===== config.mk =====
export PLATFORM = sky130hd
export DESIGN_NAME = sme_exec
export DESIGN_NICKNAME = d
export VERILOG_FILES = /design/src/sv/sme_pkg.sv /design/src/sv/sme_exec.sv
export SDC_FILE = /design/constraint.sdc
export NUM_CORES = 2
export LEC_CHECK = 0
export ABC_AREA = 1
export BUFFER_PORTS_ARGS = -buffer_cell sky130_fd_sc_hd__buf_2
export CORE_ASPECT_RATIO = 0.75
export CORE_UTILIZATION = 49
export DETAILED_ROUTE_END_ITERATION = 16
export PLACE_DENSITY = 0.72
export RECOVER_POWER = 50
export SLEW_MARGIN = 5
export SYNTH_ARGS = -nofsm -noshare
export SYNTH_HDL_FRONTEND = slang
export SYNTH_SLANG_ARGS = --single-unit

===== constraint.sdc =====
create_clock -name vclk -period 17.8
set_input_delay 4.45 -clock vclk [all_inputs]
set_output_delay 4.45 -clock vclk [all_outputs]
set_load 0.005 [all_outputs]

===== src/sv/sme_pkg.sv =====
// Shared types and codes for the stack machine executor.
// No dependencies; sme_exec, the top level and the checker refer to it by scoped names.
package sme_pkg;

  typedef enum logic [3:0] {
    OP_NOP       = 4'd0,
    OP_END       = 4'd1,
    OP_RETURN    = 4'd2,
    OP_PRINTNUM  = 4'd3,
    OP_PRINTCHAR = 4'd4,
    OP_ENTER     = 4'd5,
    OP_JUMP      = 4'd6,
    OP_ISZERO    = 4'd7,
    OP_ADD       = 4'd8,
    OP_MUL       = 4'd9,
    OP_GETVAR    = 4'd10,
    OP_SETVAR    = 4'd11,
    OP_PUSH      = 4'd12,
    OP_POP       = 4'd13,
    OP_LOADLINE  = 4'd14
  } op_t;

  typedef enum logic [1:0] {
    ERR_NONE  = 2'd0,
    ERR_UNDER = 2'd1,
    ERR_OVER  = 2'd2,
    ERR_INDEX = 2'd3
  } err_t;

  // one instruction word as it arrives
  typedef struct packed {
    logic [3:0]  mode;
    logic [31:0] operand;
    logic        direct_jump;
    logic [31:0] entered_value;
    logic [15:0] line_address;
  } item_t;

  // one result word
  typedef struct packed {
    logic [15:0] next_pc;
    logic        print_valid;
    logic        print_is_char;
    logic [31:0] print_value;
    logic        halted;
    err_t        error_code;
  } res_t;

endpackage


===== src/sv/sme_exec.sv =====
// Execute logic: next machine state and result word for one instruction.
// Uses sme_pkg; top two stack entries and the entry below them come in cached.
module sme_exec #(
  parameter int STACK_DEPTH  = 64,
  parameter int VAR_COUNT    = 16,
  parameter int LINE_ENTRIES = 256,
  parameter int ADDR_BITS    = 16
) (
  input  sme_pkg::item_t         item,
  input  logic [ADDR_BITS-1:0]   pc,
  input  logic [$clog2(STACK_DEPTH+1)-1:0] count,
  input  logic [31:0]            tos,
  input  logic [31:0]            nos,
  input  logic [31:0]            below,
  input  logic [31:0]            var_rd,
  input  logic [15:0]            line_rd,
  output logic [ADDR_BITS-1:0]   pc_next,
  output logic [$clog2(STACK_DEPTH+1)-1:0] count_next,
  output logic [31:0]            tos_next,
  output logic [31:0]            nos_next,
  output logic                   stk_we,
  output logic [$clog2(STACK_DEPTH)-1:0] stk_waddr,
  output logic [31:0]            stk_wdata,
  output logic                   var_we,
  output logic [((VAR_COUNT > 1) ? $clog2(VAR_COUNT) : 1)-1:0] var_waddr,
  output logic [31:0]            var_wdata,
  output logic                   line_we,
  output logic [$clog2(LINE_ENTRIES)-1:0] line_waddr,
  output logic [15:0]            line_wdata,
  output sme_pkg::res_t          res
);

  localparam int SB = $clog2(STACK_DEPTH);
  localparam int CB = $clog2(STACK_DEPTH+1);
  localparam int VB = (VAR_COUNT > 1) ? $clog2(VAR_COUNT) : 1;
  localparam int LB = $clog2(LINE_ENTRIES);

  logic        do_push;
  logic        do_pop;
  logic        do_arith;
  logic [31:0] push_val;
  logic [31:0] arith_val;
  logic [31:0] sum;
  logic [31:0] prod;
  logic        empty;
  logic        full;
  logic        var_oob;
  logic        line_oob;
  logic        tos_oob;

  assign sum      = tos + nos;
  assign prod     = tos * nos;
  assign empty    = (count == '0);
  assign full     = (count == CB'(STACK_DEPTH));
  assign var_oob  = (item.operand >= 32'(VAR_COUNT));
  assign line_oob = (item.operand >= 32'(LINE_ENTRIES));
  assign tos_oob  = (tos >= 32'(LINE_ENTRIES));

  assign stk_waddr  = SB'(count - CB'(2));
  assign stk_wdata  = nos;
  assign var_waddr  = VB'(item.operand);
  assign var_wdata  = tos;
  assign line_waddr = LB'(item.operand);
  assign line_wdata = item.line_address;

  always_comb begin
    pc_next    = pc + ADDR_BITS'(1);
    count_next = count;
    tos_next   = tos;
    nos_next   = nos;
    stk_we     = 1'b0;
    var_we     = 1'b0;
    line_we    = 1'b0;
    do_push    = 1'b0;
    do_pop     = 1'b0;
    do_arith   = 1'b0;
    push_val   = item.operand;
    arith_val  = sum;
    res        = '0;

    case (item.mode)
      sme_pkg::OP_END, sme_pkg::OP_RETURN: begin
        count_next = '0;
        pc_next    = pc;
        res.halted = 1'b1;
      end
      sme_pkg::OP_PRINTNUM, sme_pkg::OP_PRINTCHAR: begin
        if (empty) begin
          res.error_code = sme_pkg::ERR_UNDER;
        end else begin
          do_pop          = 1'b1;
          res.print_valid = 1'b1;
          if (item.mode == sme_pkg::OP_PRINTCHAR) begin
            res.print_is_char = 1'b1;
            res.print_value   = {24'd0, tos[7:0]};
          end else begin
            res.print_value = tos;
          end
        end
      end
      sme_pkg::OP_ENTER, sme_pkg::OP_PUSH: begin
        if (full) begin
          res.error_code = sme_pkg::ERR_OVER;
        end else begin
          do_push  = 1'b1;
          push_val = (item.mode == sme_pkg::OP_ENTER) ? item.entered_value : item.operand;
        end
      end
      sme_pkg::OP_JUMP: begin
        if (item.direct_jump) begin
          pc_next = ADDR_BITS'(item.operand);
        end else if (empty) begin
          res.error_code = sme_pkg::ERR_UNDER;
        end else if (tos_oob) begin
          res.error_code = sme_pkg::ERR_INDEX;
        end else begin
          do_pop  = 1'b1;
          pc_next = ADDR_BITS'(line_rd);
        end
      end
      sme_pkg::OP_ISZERO: begin
        if (empty) begin
          res.error_code = sme_pkg::ERR_UNDER;
        end else begin
          do_pop = 1'b1;
          if (tos == '0) begin
            pc_next = pc + ADDR_BITS'(2);
          end
        end
      end
      sme_pkg::OP_ADD, sme_pkg::OP_MUL: begin
        if (count < CB'(2)) begin
          res.error_code = sme_pkg::ERR_UNDER;
        end else begin
          do_pop    = 1'b1;
          do_arith  = 1'b1;
          arith_val = (item.mode == sme_pkg::OP_ADD) ? sum : prod;
        end
      end
      sme_pkg::OP_GETVAR: begin
        if (var_oob) begin
          res.error_code = sme_pkg::ERR_INDEX;
        end else if (full) begin
          res.error_code = sme_pkg::ERR_OVER;
        end else begin
          do_push  = 1'b1;
          push_val = var_rd;
        end
      end
      sme_pkg::OP_SETVAR: begin
        if (var_oob) begin
          res.error_code = sme_pkg::ERR_INDEX;
        end else if (empty) begin
          res.error_code = sme_pkg::ERR_UNDER;
        end else begin
          var_we = 1'b1;
        end
      end
      sme_pkg::OP_POP: begin
        if (empty) begin
          res.error_code = sme_pkg::ERR_UNDER;
        end else begin
          do_pop = 1'b1;
        end
      end
      sme_pkg::OP_LOADLINE: begin
        pc_next = pc;
        if (line_oob) begin
          res.error_code = sme_pkg::ERR_INDEX;
        end else begin
          line_we = 1'b1;
        end
      end
      default: begin
      end
    endcase

    // push spills the old second entry to memory; pop refills it from below
    if (do_push) begin
      count_next = count + CB'(1);
      tos_next   = push_val;
      nos_next   = tos;
      stk_we     = (count >= CB'(2));
    end
    if (do_pop) begin
      count_next = count - CB'(1);
      tos_next   = do_arith ? arith_val : nos;
      nos_next   = below;
    end

    res.next_pc = 16'(pc_next);
  end

endmodule


==> summary.md <==
| Metric | Value |
|---|---|
| DP Cell Count | about 4600 |
| Final Hold Fails | 0 |
| Fmax | between 0.05 and 0.06 GHz |
| Antenna violations before repair | 11 |
| Cell mode on critical path | fa_1 |
| Top cells by count, synth | inv_1, nand2_1, fa_1, o21ai_0, ha_1 |
| Largest net degree at the start of global routing | 76 |
| # resized after CTS | 0 |
| Initial core utilization | about half |
| Worst-margin pin slew | between 1.5 and 2 ns |
| Cells after Synth | roughly 3700 |
| DR iter-0 viols | approximately 3600 |
| Overall Global Routing Usage | 42.36% |
| Overflow after GRT | 0 |
| Horiz. Die Dim | 259.5 µm |
| Min-delay worst type | in -> out |
| Slew Viols, Final | 81 |
| CP Launch Type | input port |
| Seq Cell Count | 0 |
| Setup TNS | 0 ns |
| Row count | 70 |
| Kind of critical path | in -> out |
| Share of the synthesized area in the top cell type | about 34% |
| DR WL/cell | approximately 24 µm |
| Final core utilization | between 50% and 60% |
| Core region area | ~50000 µm² |
| ANT nets after route | 0 |
| Max_cap viols | 5 |
| Layout cell share with drive strength beyond 1 | about an eighth |
| Layout clock buffer count | 0 |
| Synth warn | 0 |
| Fin crit share | just under 100% |
| Fin nets | ~4800 |
| Mapped cell area | about 24000 µm² |
| # IOs | between 400 and 500 |
| P&R area growth vs syn | 6.635% |
| Top cells by area, synth | fa_1, inv_1, nand2_1 |
| Die ar. | 50630 µm² |
| Hold_buf cts | 0 |
| Remaining DRCs | 0 |
| Post-CTS Setup Inserts | 0 |
| Chip height | 195.1 µm |
| Distinct cells, synth | 60 |
| Final WL | between 100 and 150 mm |
| Final cell count without fillers | about 4600 |
| Critical path's slowest cell | clkbuf_1 |
| Seq/Total Area, Yosys | 0% |
| DR vias/cell | 5.686 |
| Vias in the first global route | 23990 |
| Synth area leader | fa_1 |
| CP required | approximately 13 ns |
| Reg area | 0 µm² |
| Synthesized Nets | about 4600 |
| Status | complete, but fails checks |
| Critical Path End Type | output port |
| Failing checks | max-capacitance violations, max-slew violations |
| Relative slew margins | -15.53% |
| DP HPWL | between 80 and 90 mm |
| Via count | 26050 |
| RSZ-0062 raised after global routing | no |
| CP arrival | around 13 ns |
| First-pass GRT wire length | roughly 160 mm |
| Crit Path Max Fanout | 17 |
| # setup viols final | 0 |
| I/O Buffers | ~460 |
| Drt pass-1 iters | 6 |
| RePlAce Congestion | approximately 1.1 |
| CP max stage delay | 1.05 ns |
| Syn_area_per_cell | between 6 and 7 µm² |
| Tmin final | roughly 17 ns |
## cell families (layout without fill, tap and decap cells)
group,Yosys count,in the layout,synth area share [%]
AOI/OAI and AO/OA,469,469,10.99
buffers and inverters,1261,1460,21.64
xor gates and xnor gates,48,48,1.725
adders and majority gates,572,572,41.98
and+or+nand+nor,1382,1382,23.67
other,0,3,0
## cell usage in the layout, fill, tap and decap left out, types with 7 or more instances in the layout
master,count
fa_1,409
buf_4,22
o21ai_0,186
nand3_1,141
nor3_1,45
o22ai_1,12
xor2_1,36
nand4_1,40
o21ai_1,41
a21oi_1,123
o2111ai_1,7
a31oi_1,15
o221ai_1,10
a21o_1,11
inv_1,950
buf_2,397
inv_2,20
nor2_1,151
xnor2_1,12
a211oi_1,9
o211ai_1,24
clkbuf_1,66
ha_1,163
nand2_1,949
nand3b_1,15
nor4_1,7
## stage by stage
step / worst slack [ns] / area, µm² / hold WS (ns)
3_3_place_gp: 1.119 / 26080 / 8.900
4_1_cts: 1.097 / 26080 / 8.900
5_1_grt: 0.3304 / 25980 / 8.900
6_report: 0.6020 / 25980 / 8.900
3_5_place_dp: 1.153 / 26080 / 8.900
2_1_floorplan: 2.592 / 24360 / 8.955
## path summary, 6_finish.rpt
| path | start | to | slack (ns) | cells after the start |
|---|---|---|---|---|
| worst max-delay path | tos[20] | tos_next[27] | 0.60 | 27 |
| worst min-delay path | item[12] | line_wdata[12] | 8.90 | 0 |
## worst max-delay path, delay by kind of cell
family / cells / cell delay [ns]
simple gates: 7 / 0.91
buf+inv: 7 / 1.62
compound gates: 4 / 1.45
fa+ha+maj: 9 / 4.27
## layout make-up
type | count | area (µm²)
diodes | 3 | 7.507
multi-input cells | 2471 | 19100
well taps | 648 | 810.8
inverters | 971 | 3646
fillers | 5086 | 22890
repair buffers | 489 | 2419
## metal layers
metal / vias to the layer above / wire length [µm] / share of wire (%) / track usage (%)
met5: - / 87 / 0.080 / 0
li1: 11440 / - / - / -
met1: 12290 / 44450 / 41 / 62.66
met3: 244 / 20360 / 19 / 18.95
met2: 2069 / 40910 / 37 / 54.91
met4: 14 / 3439 / 3.1 / 10.39
